$ cat config.mk
export PLATFORM = sky130hd
export DESIGN_NAME = range_frame_receiver_crc16_core_flat
export DESIGN_NICKNAME = d
export VERILOG_FILES = /design/src/rfr_pkg.sv /design/src/rfr_byte_if.sv /design/src/rfr_result_if.sv /design/src/range_frame_receiver_crc16_core.sv /design/src/flat_wrapper.sv
export SDC_FILE = /design/constraint.sdc
export NUM_CORES = 1
export LEC_CHECK = 0
export BUFFER_PORTS_ARGS = -buffer_cell sky130_fd_sc_hd__buf_2
export CAP_MARGIN = 20
export CELL_PAD_IN_SITES_DETAIL_PLACEMENT = 1
export CELL_PAD_IN_SITES_GLOBAL_PLACEMENT = 2
export CORE_MARGIN = 8
export CORE_UTILIZATION = 44
export CTS_BUF_LIST = sky130_fd_sc_hd__clkbuf_2 sky130_fd_sc_hd__clkbuf_4 sky130_fd_sc_hd__clkbuf_8
export DETAILED_ROUTE_END_ITERATION = 10
export MAX_ROUTING_LAYER = met4
export PLACE_DENSITY_LB_ADDON = 0.15
export SETUP_SLACK_MARGIN = 0.4
export SYNTH_ARGS = -nofsm -noshare
export SYNTH_HDL_FRONTEND = slang
export SYNTH_SLANG_ARGS = --single-unit
export TNS_END_PERCENT = 20
$ cat constraint.sdc
create_clock -name clk -period 10.62 [get_ports clk]
set_input_delay 2.124 -clock clk [delete_from_list [all_inputs] [get_ports clk]]
set_output_delay 2.124 -clock clk [all_outputs]
set_load 0.01 [all_outputs]
$ cat src/rfr_pkg.sv
`timescale 1ns / 1ps

package rfr_pkg;

    localparam int BYTE_W   = 8;
    localparam int CRC_W    = 16;
    localparam int STATUS_W = 2;

    localparam int BYTES_AFTER_HEADER_DEF = 22;

    localparam logic [BYTE_W-1:0] HEADER_BYTE = 8'hA5;
    localparam logic [CRC_W-1:0]  CRC_INIT    = 16'hFFFF;
    localparam logic [CRC_W-1:0]  CRC_POLY    = 16'hA001;
    localparam logic [CRC_W-1:0]  CRC_ALL_ONES = 16'hFFFF;

    // frame positions of the distance bytes (low first)
    localparam int DIST_LOW_POS  = 13;
    localparam int DIST_HIGH_POS = 14;

    typedef enum logic [STATUS_W-1:0] {
        STATUS_OK       = 2'd0,
        STATUS_MISMATCH = 2'd1,
        STATUS_ALL_ONES = 2'd2
    } frame_status_t;

    // one byte of reflected CRC-16, LSB first
    function automatic logic [CRC_W-1:0] crc_step(
        input logic [CRC_W-1:0]  crc_in,
        input logic [BYTE_W-1:0] data
    );
        logic [CRC_W-1:0] crc;
        crc = crc_in ^ {{(CRC_W-BYTE_W){1'b0}}, data};
        for (int k = 0; k < BYTE_W; k++)
        begin
            if (crc[0])
            begin
                crc = (crc >> 1) ^ CRC_POLY;
            end
            else
            begin
                crc = crc >> 1;
            end
        end
        return crc;
    endfunction

endpackage

$ cat src/rfr_byte_if.sv
`timescale 1ns / 1ps

interface rfr_byte_if;
    import rfr_pkg::*;

    logic              valid;
    logic              ready;
    logic [BYTE_W-1:0] rx_byte;

    modport source (output valid, output rx_byte, input ready);
    modport sink   (input valid, input rx_byte, output ready);
endinterface

$ cat src/rfr_result_if.sv
`timescale 1ns / 1ps

interface rfr_result_if;
    import rfr_pkg::*;

    logic                valid;
    logic                ready;
    logic [STATUS_W-1:0] frame_status;
    logic [CRC_W-1:0]    distance;
    logic [CRC_W-1:0]    received_crc;
    logic [CRC_W-1:0]    computed_crc;

    modport source (output valid, output frame_status, output distance,
                    output received_crc, output computed_crc, input ready);
    modport sink   (input valid, input frame_status, input distance,
                    input received_crc, input computed_crc, output ready);
endinterface

$ cat src/range_frame_receiver_crc16_core.sv
`timescale 1ns / 1ps
// The result word is registered and appears in the cycle after the word holding the last frame byte.
// Throughput: one byte word per cycle; the CRC byte update is one combinational step.
// The input stalls only when the last frame byte arrives while a previous result
// word still sits unclaimed in the output register.
// Reset (rst_n low, async): hunting for the header, CRC at 0xFFFF, no result pending.

module range_frame_receiver_crc16_core #(
    parameter int BYTES_AFTER_HEADER = rfr_pkg::BYTES_AFTER_HEADER_DEF
) (
    input  logic                clk,
    input  logic                rst_n,
    rfr_byte_if.sink            in_bytes,
    rfr_result_if.source        frames
);
    import rfr_pkg::*;

    // Position counter must hold 0 .. BYTES_AFTER_HEADER.
    localparam int POS_W = $clog2(BYTES_AFTER_HEADER + 1);

    localparam logic [POS_W-1:0] HUNT_POS    = '0;
    localparam logic [POS_W-1:0] FIRST_POS   = POS_W'(1);
    localparam logic [POS_W-1:0] LAST_POS    = POS_W'(BYTES_AFTER_HEADER);
    localparam logic [POS_W-1:0] CSUM_HI_POS = POS_W'(BYTES_AFTER_HEADER - 1);
    localparam logic [POS_W-1:0] CRC_END_POS = POS_W'(BYTES_AFTER_HEADER - 2);
    localparam logic [POS_W-1:0] DIST_LO_POS = POS_W'(DIST_LOW_POS);
    localparam logic [POS_W-1:0] DIST_HI_POS = POS_W'(DIST_HIGH_POS);

    // Frame tracking state. Position 0 means hunting for the header.
    logic [POS_W-1:0]  pos_reg,  pos_next;
    logic [CRC_W-1:0]  crc_reg,  crc_next;
    logic [BYTE_W-1:0] dist_lo_reg, dist_lo_next;
    logic [BYTE_W-1:0] dist_hi_reg, dist_hi_next;
    logic [BYTE_W-1:0] csum_hi_reg, csum_hi_next;

    // Output register.
    logic              out_valid_reg, out_valid_next;
    frame_status_t     status_reg,    status_next;
    logic [CRC_W-1:0]  dist_out_reg,  dist_out_next;
    logic [CRC_W-1:0]  rx_crc_reg,    rx_crc_next;
    logic [CRC_W-1:0]  calc_crc_reg,  calc_crc_next;

    logic              at_last;
    logic              in_accept;
    logic              out_accept;
    logic [CRC_W-1:0]  rx_crc;

    // Only the closing byte of a frame produces a result, so every other
    // byte is taken regardless of the output side.
    assign at_last        = (pos_reg == LAST_POS);
    assign in_bytes.ready = !at_last || !out_valid_reg || frames.ready;
    assign in_accept      = in_bytes.valid && in_bytes.ready;
    assign out_accept     = frames.valid && frames.ready;

    // Received checksum: high byte stored earlier, low byte is the current word.
    assign rx_crc = {csum_hi_reg, in_bytes.rx_byte};

    always_comb
    begin
        pos_next       = pos_reg;
        crc_next       = crc_reg;
        dist_lo_next   = dist_lo_reg;
        dist_hi_next   = dist_hi_reg;
        csum_hi_next   = csum_hi_reg;
        out_valid_next = out_valid_reg && !out_accept;
        status_next    = status_reg;
        dist_out_next  = dist_out_reg;
        rx_crc_next    = rx_crc_reg;
        calc_crc_next  = calc_crc_reg;

        if (in_accept)
        begin
            if (pos_reg == HUNT_POS)
            begin
                // Anything but the header is dropped while hunting.
                if (in_bytes.rx_byte == HEADER_BYTE)
                begin
                    crc_next = crc_step(CRC_INIT, in_bytes.rx_byte);
                    pos_next = FIRST_POS;
                end
            end
            else
            begin
                // CRC covers the header through the byte before the checksum.
                if (pos_reg <= CRC_END_POS)
                begin
                    crc_next = crc_step(crc_reg, in_bytes.rx_byte);
                end
                if (pos_reg == DIST_LO_POS)
                begin
                    dist_lo_next = in_bytes.rx_byte;
                end
                if (pos_reg == DIST_HI_POS)
                begin
                    dist_hi_next = in_bytes.rx_byte;
                end
                if (pos_reg == CSUM_HI_POS)
                begin
                    csum_hi_next = in_bytes.rx_byte;
                end

                if (at_last)
                begin
                    // An all-ones checksum is rejected ahead of the compare.
                    if (rx_crc == CRC_ALL_ONES)
                    begin
                        status_next = STATUS_ALL_ONES;
                    end
                    else if (rx_crc != crc_reg)
                    begin
                        status_next = STATUS_MISMATCH;
                    end
                    else
                    begin
                        status_next = STATUS_OK;
                    end
                    out_valid_next = 1'b1;
                    dist_out_next  = {dist_hi_reg, dist_lo_reg};
                    rx_crc_next    = rx_crc;
                    calc_crc_next  = crc_reg;
                    pos_next       = HUNT_POS;
                    crc_next       = CRC_INIT;
                end
                else
                begin
                    pos_next = pos_reg + FIRST_POS;
                end
            end
        end
    end

    always_ff @(posedge clk or negedge rst_n)
    begin
        if (!rst_n)
        begin
            pos_reg       <= HUNT_POS;
            crc_reg       <= CRC_INIT;
            out_valid_reg <= 1'b0;
        end
        else
        begin
            pos_reg       <= pos_next;
            crc_reg       <= crc_next;
            out_valid_reg <= out_valid_next;
        end
    end

    // Payload registers, no reset needed.
    always_ff @(posedge clk)
    begin
        dist_lo_reg  <= dist_lo_next;
        dist_hi_reg  <= dist_hi_next;
        csum_hi_reg  <= csum_hi_next;
        status_reg   <= status_next;
        dist_out_reg <= dist_out_next;
        rx_crc_reg   <= rx_crc_next;
        calc_crc_reg <= calc_crc_next;
    end

    assign frames.valid        = out_valid_reg;
    assign frames.frame_status = status_reg;
    assign frames.distance     = dist_out_reg;
    assign frames.received_crc = rx_crc_reg;
    assign frames.computed_crc = calc_crc_reg;

    // Position never runs past the closing byte.
    a_pos_range: assert property (@(posedge clk) disable iff (!rst_n)
        pos_reg <= LAST_POS)
        else $error("frame position out of range");

    // While hunting, the running CRC sits at its initial value.
    a_hunt_crc: assert property (@(posedge clk) disable iff (!rst_n)
        (pos_reg == HUNT_POS) |-> (crc_reg == CRC_INIT))
        else $error("CRC not reinitialized while hunting");

    // Closing byte sends the receiver back to hunting with a result pending.
    a_frame_end: assert property (@(posedge clk) disable iff (!rst_n)
        (in_accept && at_last) |=>
            (pos_reg == HUNT_POS) && (crc_reg == CRC_INIT) && out_valid_reg)
        else $error("frame end not handled");

    // A new result only appears after the closing byte of a frame.
    a_result_source: assert property (@(posedge clk) disable iff (!rst_n)
        $rose(out_valid_reg) |-> $past(in_accept && at_last))
        else $error("result without a completed frame");

    // All-ones status matches exactly the all-ones checksum.
    a_status_ones: assert property (@(posedge clk) disable iff (!rst_n)
        out_valid_reg |->
            ((status_reg == STATUS_ALL_ONES) == (rx_crc_reg == CRC_ALL_ONES)))
        else $error("all-ones status inconsistent");

endmodule

$ cat src/flat_wrapper.sv
// flat-port wrapper written by rule: the top's interface ports become plain ports
module range_frame_receiver_crc16_core_flat import rfr_pkg::*;
#(
    parameter int BYTES_AFTER_HEADER = rfr_pkg::BYTES_AFTER_HEADER_DEF
)
  (clk, rst_n, in_bytes_valid, in_bytes_rx_byte, in_bytes_ready, frames_valid, frames_frame_status, frames_distance, frames_received_crc, frames_computed_crc, frames_ready);
  rfr_byte_if in_bytes_i ();
  rfr_result_if frames_i ();
  input  logic clk;
  input  logic rst_n;
  input wire logic [$bits(in_bytes_i.valid)-1:0] in_bytes_valid;
  input wire logic [$bits(in_bytes_i.rx_byte)-1:0] in_bytes_rx_byte;
  output wire logic [$bits(in_bytes_i.ready)-1:0] in_bytes_ready;
  output wire logic [$bits(frames_i.valid)-1:0] frames_valid;
  output wire logic [$bits(frames_i.frame_status)-1:0] frames_frame_status;
  output wire logic [$bits(frames_i.distance)-1:0] frames_distance;
  output wire logic [$bits(frames_i.received_crc)-1:0] frames_received_crc;
  output wire logic [$bits(frames_i.computed_crc)-1:0] frames_computed_crc;
  input wire logic [$bits(frames_i.ready)-1:0] frames_ready;
  assign in_bytes_i.valid = in_bytes_valid;
  assign in_bytes_i.rx_byte = in_bytes_rx_byte;
  assign in_bytes_ready = in_bytes_i.ready;
  assign frames_valid = frames_i.valid;
  assign frames_frame_status = frames_i.frame_status;
  assign frames_distance = frames_i.distance;
  assign frames_received_crc = frames_i.received_crc;
  assign frames_computed_crc = frames_i.computed_crc;
  assign frames_i.ready = frames_ready;
  range_frame_receiver_crc16_core #(.BYTES_AFTER_HEADER(BYTES_AFTER_HEADER)) u_core (.clk(clk), .rst_n(rst_n), .in_bytes(in_bytes_i), .frames(frames_i));
endmodule
==> results by group <==
Drt
  • Sum of routed wire length over all layers: 9.02 mm
  • DR DRC count: 0
  • Detail Route Antenna Nets: 0
  • Met3 wire length: 458 um
  • Uppermost signal routing layer after detailed routing: met4
  • Detailed-route via count: 2391
  • WL/cell: 19.6 um
  • Met1 routed wirelength after detailed routing: 4.10 mm
  • Detailed-routed wire length on met2: 4.38 mm
  • Number of vias per cell after detailed routing: 5.20
  • Detailed-routing iteration count for the pre-antenna-repair pass: 4
  • Iteration-0 DRC Markers: 87

Floorplan
  • Top-Level Pins: 64
  • Initial cell density of the core: 0.445
  • Die area: 12500 um^2
  • Placeable core region: 9060 um^2
  • Total number of placement rows: 35
  • Horizontal die dimension: 112 um
  • Y dimension of the die: 112 um

Synthesis
  • Total of flip-flops plus latches after synthesis: 96
  • Post-synth net total: 303
  • Number of enable flip-flop cells after synthesis: 74
  • Ys flop type: sky130_fd_sc_hd__edfxtp_1
  • Post-synthesis instance total: 275
  • Number of warnings issued by yosys: 0
  • Cell variety after synth: 40
  • Post-synthesis sequential area ratio: 0.693
  • Avg Inst Size Synth: 14.7 um^2
  • Ys async rst share: 0.229
  • Total standard cell area after synthesis: 4030 um^2

Worst setup path
  • Cell seen most often among critical-path stages: sky130_fd_sc_hd__buf_2
  • Maximum fanout count along the critical path: 4
  • Reg-to-reg endpoint: u_core.crc_reg[6]
  • CP endpoint kind: primary output
  • Number of cells on the worst reg-to-reg path: 7
  • CP Class: in2out
  • Critical Path, Cell by Cell: buf_2 > nor2b_1 > nand2_1 > buf_2
  • CP max stage delay: 0.31 ns
  • Buffers plus inverters on the worst setup path: 2
  • WP data arrival: 2.81 ns
  • Setup slack, reg-to-reg: 7.72 ns
  • Number of stages on the worst setup path: 4
  • Highest-delay cell along the critical path: sky130_fd_sc_hd__nor2b_1
  • Crit start category: primary input
  • FF-to-FF Start: u_core.pos_reg[0]
  • Kind of cell adding the most delay to the critical path: simple AND/OR/NAND/NOR gates
  • Crit path launch: frames_ready
  • Required time reported for the critical path endpoint: 8.50 ns

Power and ir drop
  • Maximum vdd ir drop: 137 uV
  • Power density over cell area: 257 nW/um^2
  • Leakage power of the design: 1.79 nW

Placement
  • Global placement routability congestion: 0.799
  • Estimated wirelength of the detail-placed design: 6.50 mm
  • Placed standard-cell area: 4480 um^2
  • Port Buffers: 63

CTS
  • TritonCTS buffer count: 9
  • Number of H-tree branching levels: 3
  • Post-CTS clock slew at the launch and capture registers of the worst setup and hold paths: 0.10 ns
  • Buffer count from post-CTS setup fixing: 0
  • Root buffer cell: sky130_fd_sc_hd__clkbuf_8
  • Count of hold-fix buffers inserted at cts: 0
  • Clock sink total: 96
  • CTS-repair resized insts: 0
  • Clock Tree Buf Depth: 2
  • Clock tree from TritonCTS: built
  • Insertion delay to the later sink of the worst-skew pair: 0.35 ns

STA
  • Final setup TNS: 0 ns
  • Post-Route Skew: 0.00749 ns
  • Final setup violation count: 0
  • Actual transition at the worst max-transition pin: 0.745 ns
  • Max-slew violation count: 0
  • Final Hold Violating Endpoints: 0
  • Setup repair after global routing missed its margin: no
  • FMAX: 203 MHz
  • Rel. slew slack: 0.501
  • Crit path time final: 4.94 ns
  • Final period utilization: 0.465

Finish
  • Share of layout cells above drive strength 1: 0.312
  • Post-synthesis to final-layout area growth: 15.7%
  • Leading cell types in the layout, fill and taps excluded: sky130_fd_sc_hd__edfxtp_1 (74), sky130_fd_sc_hd__buf_2 (65), sky130_fd_sc_hd__nand2_1 (24), sky130_fd_sc_hd__nor2_1 (18), sky130_fd_sc_hd__xnor2_1 (17)
  • Net count, final: 372
  • Final design area excluding fillers: 4670 um^2
  • Number of filler cells placed in the layout: 920
  • Ant diodes: 0
  • Multi-input logic area: 1180 um^2
  • Most common cell after layout, fill and taps aside: sky130_fd_sc_hd__edfxtp_1
  • Sequential cell area: 2790 um^2

Min path
  • Launch point of the worst hold path: u_core.dist_hi_reg[5]
  • Worst Hold Path EP: u_core.frames.distance[13]
  • Count of cells along the worst hold path: 0
  • Path category of the worst min-delay check: reg2reg

Global routing
  • Number of global-route vias before repair: 2567
  • All-layer global routing usage: 0.153
  • Antenna violations before repair: 0
  • First-pass GRT wire length: 14.3 mm
  • Total global routing overflow: 0
  • Pin count of the biggest net entering global routing: 41

Run status
  • Run status: completed

Job
  • Max-capacitance violation count: 0
-- Yosys cell counts (2+ instances only) --
library cell / number / area share
sky130_fd_sc_hd__xor2_1: 12 / 0.026
sky130_fd_sc_hd__o22ai_1: 4 / 0.0062
sky130_fd_sc_hd__a21oi_1: 5 / 0.0062
sky130_fd_sc_hd__dfstp_2: 16 / 0.10
sky130_fd_sc_hd__edfxtp_1: 74 / 0.55
sky130_fd_sc_hd__inv_1: 8 / 0.0074
sky130_fd_sc_hd__o21ai_0: 12 / 0.015
sky130_fd_sc_hd__nand4_1: 6 / 0.0093
sky130_fd_sc_hd__buf_2: 2 / 0.0025
sky130_fd_sc_hd__xnor2_1: 17 / 0.037
sky130_fd_sc_hd__nand2_1: 24 / 0.022
sky130_fd_sc_hd__xnor2_2: 3 / 0.012
sky130_fd_sc_hd__dfrtp_1: 6 / 0.037
sky130_fd_sc_hd__ha_1: 16 / 0.050
sky130_fd_sc_hd__nor3_1: 10 / 0.012
sky130_fd_sc_hd__o21ai_1: 5 / 0.0062
sky130_fd_sc_hd__a31oi_1: 3 / 0.0047
sky130_fd_sc_hd__xnor3_2: 2 / 0.012
sky130_fd_sc_hd__nand3_1: 5 / 0.0062
sky130_fd_sc_hd__a21o_1: 2 / 0.0037
sky130_fd_sc_hd__clkbuf_1: 6 / 0.0056
sky130_fd_sc_hd__nor2_1: 19 / 0.018
-- metal layers --
| metal | global-route usage | up-vias |
|---|---|---|
| met1 | 0.186 | 1183 |
| met4 | 0.0410 | 0 |
| met5 | - | - |
| met3 | 0.0400 | 8 |
| li1 | - | 1145 |
| met2 | 0.246 | 55 |
-- metrics by stage --
stage / worst slack [ns] / cells / hold slack [ns] / utilization / total power [W]
after floorplan: 5.65 / 275 / 0.400 / - / 0.000881
after global placement: 5.68 / 442 / 0.403 / 0.493 / 0.000975
after detailed placement: 5.69 / 444 / 0.406 / 0.494 / 0.000987
after CTS: 5.68 / 460 / 0.430 / 0.515 / 0.00121
final: 5.68 / 460 / 0.430 / 0.515 / 0.00120
after global routing: 5.60 / 460 / 0.437 / 0.515 / 0.00128
-- kinds of logic after synthesis --
| group | synth area share |
|---|---|
| xor+xnor | 0.0925 |
| fa+ha+maj | 0.0496 |
| flops | 0.693 |
| buf+inv | 0.0174 |
| compound gates | 0.0593 |
| simple gates | 0.0887 |
-- where the power goes --
part	internal, W	total (W)	switching (W)
Clock	0.0000902	0.000225	0.000135
Combinational	0.000193	0.000400	0.000208
Sequential	0.000496	0.000574	0.0000776
Total	0.000779	0.00120	0.000420
-- cell type report --
| cell class | instances | share of cell area |
|---|---|---|
| tap | 111 | 0.0298 |
| sequential | 96 | 0.599 |
| clock buffer | 9 | 0.0265 |
| multi-input combinational | 162 | 0.252 |
| inverter | 8 | 0.00644 |
| timing repair buffer | 67 | 0.0729 |
| clock inverter | 7 | 0.0134 |
-- worst max-delay path by stage --
stage / to / slack (ns)
3_5_place_dp: in_bytes_ready / 5.69
6_report: in_bytes_ready / 5.68
2_1_floorplan: u_core.frames.computed_crc[0] / 5.65
5_1_grt: in_bytes_ready / 5.60
4_1_cts: in_bytes_ready / 5.68
3_3_place_gp: in_bytes_ready / 5.68
(Power assumes the default switching activity.)
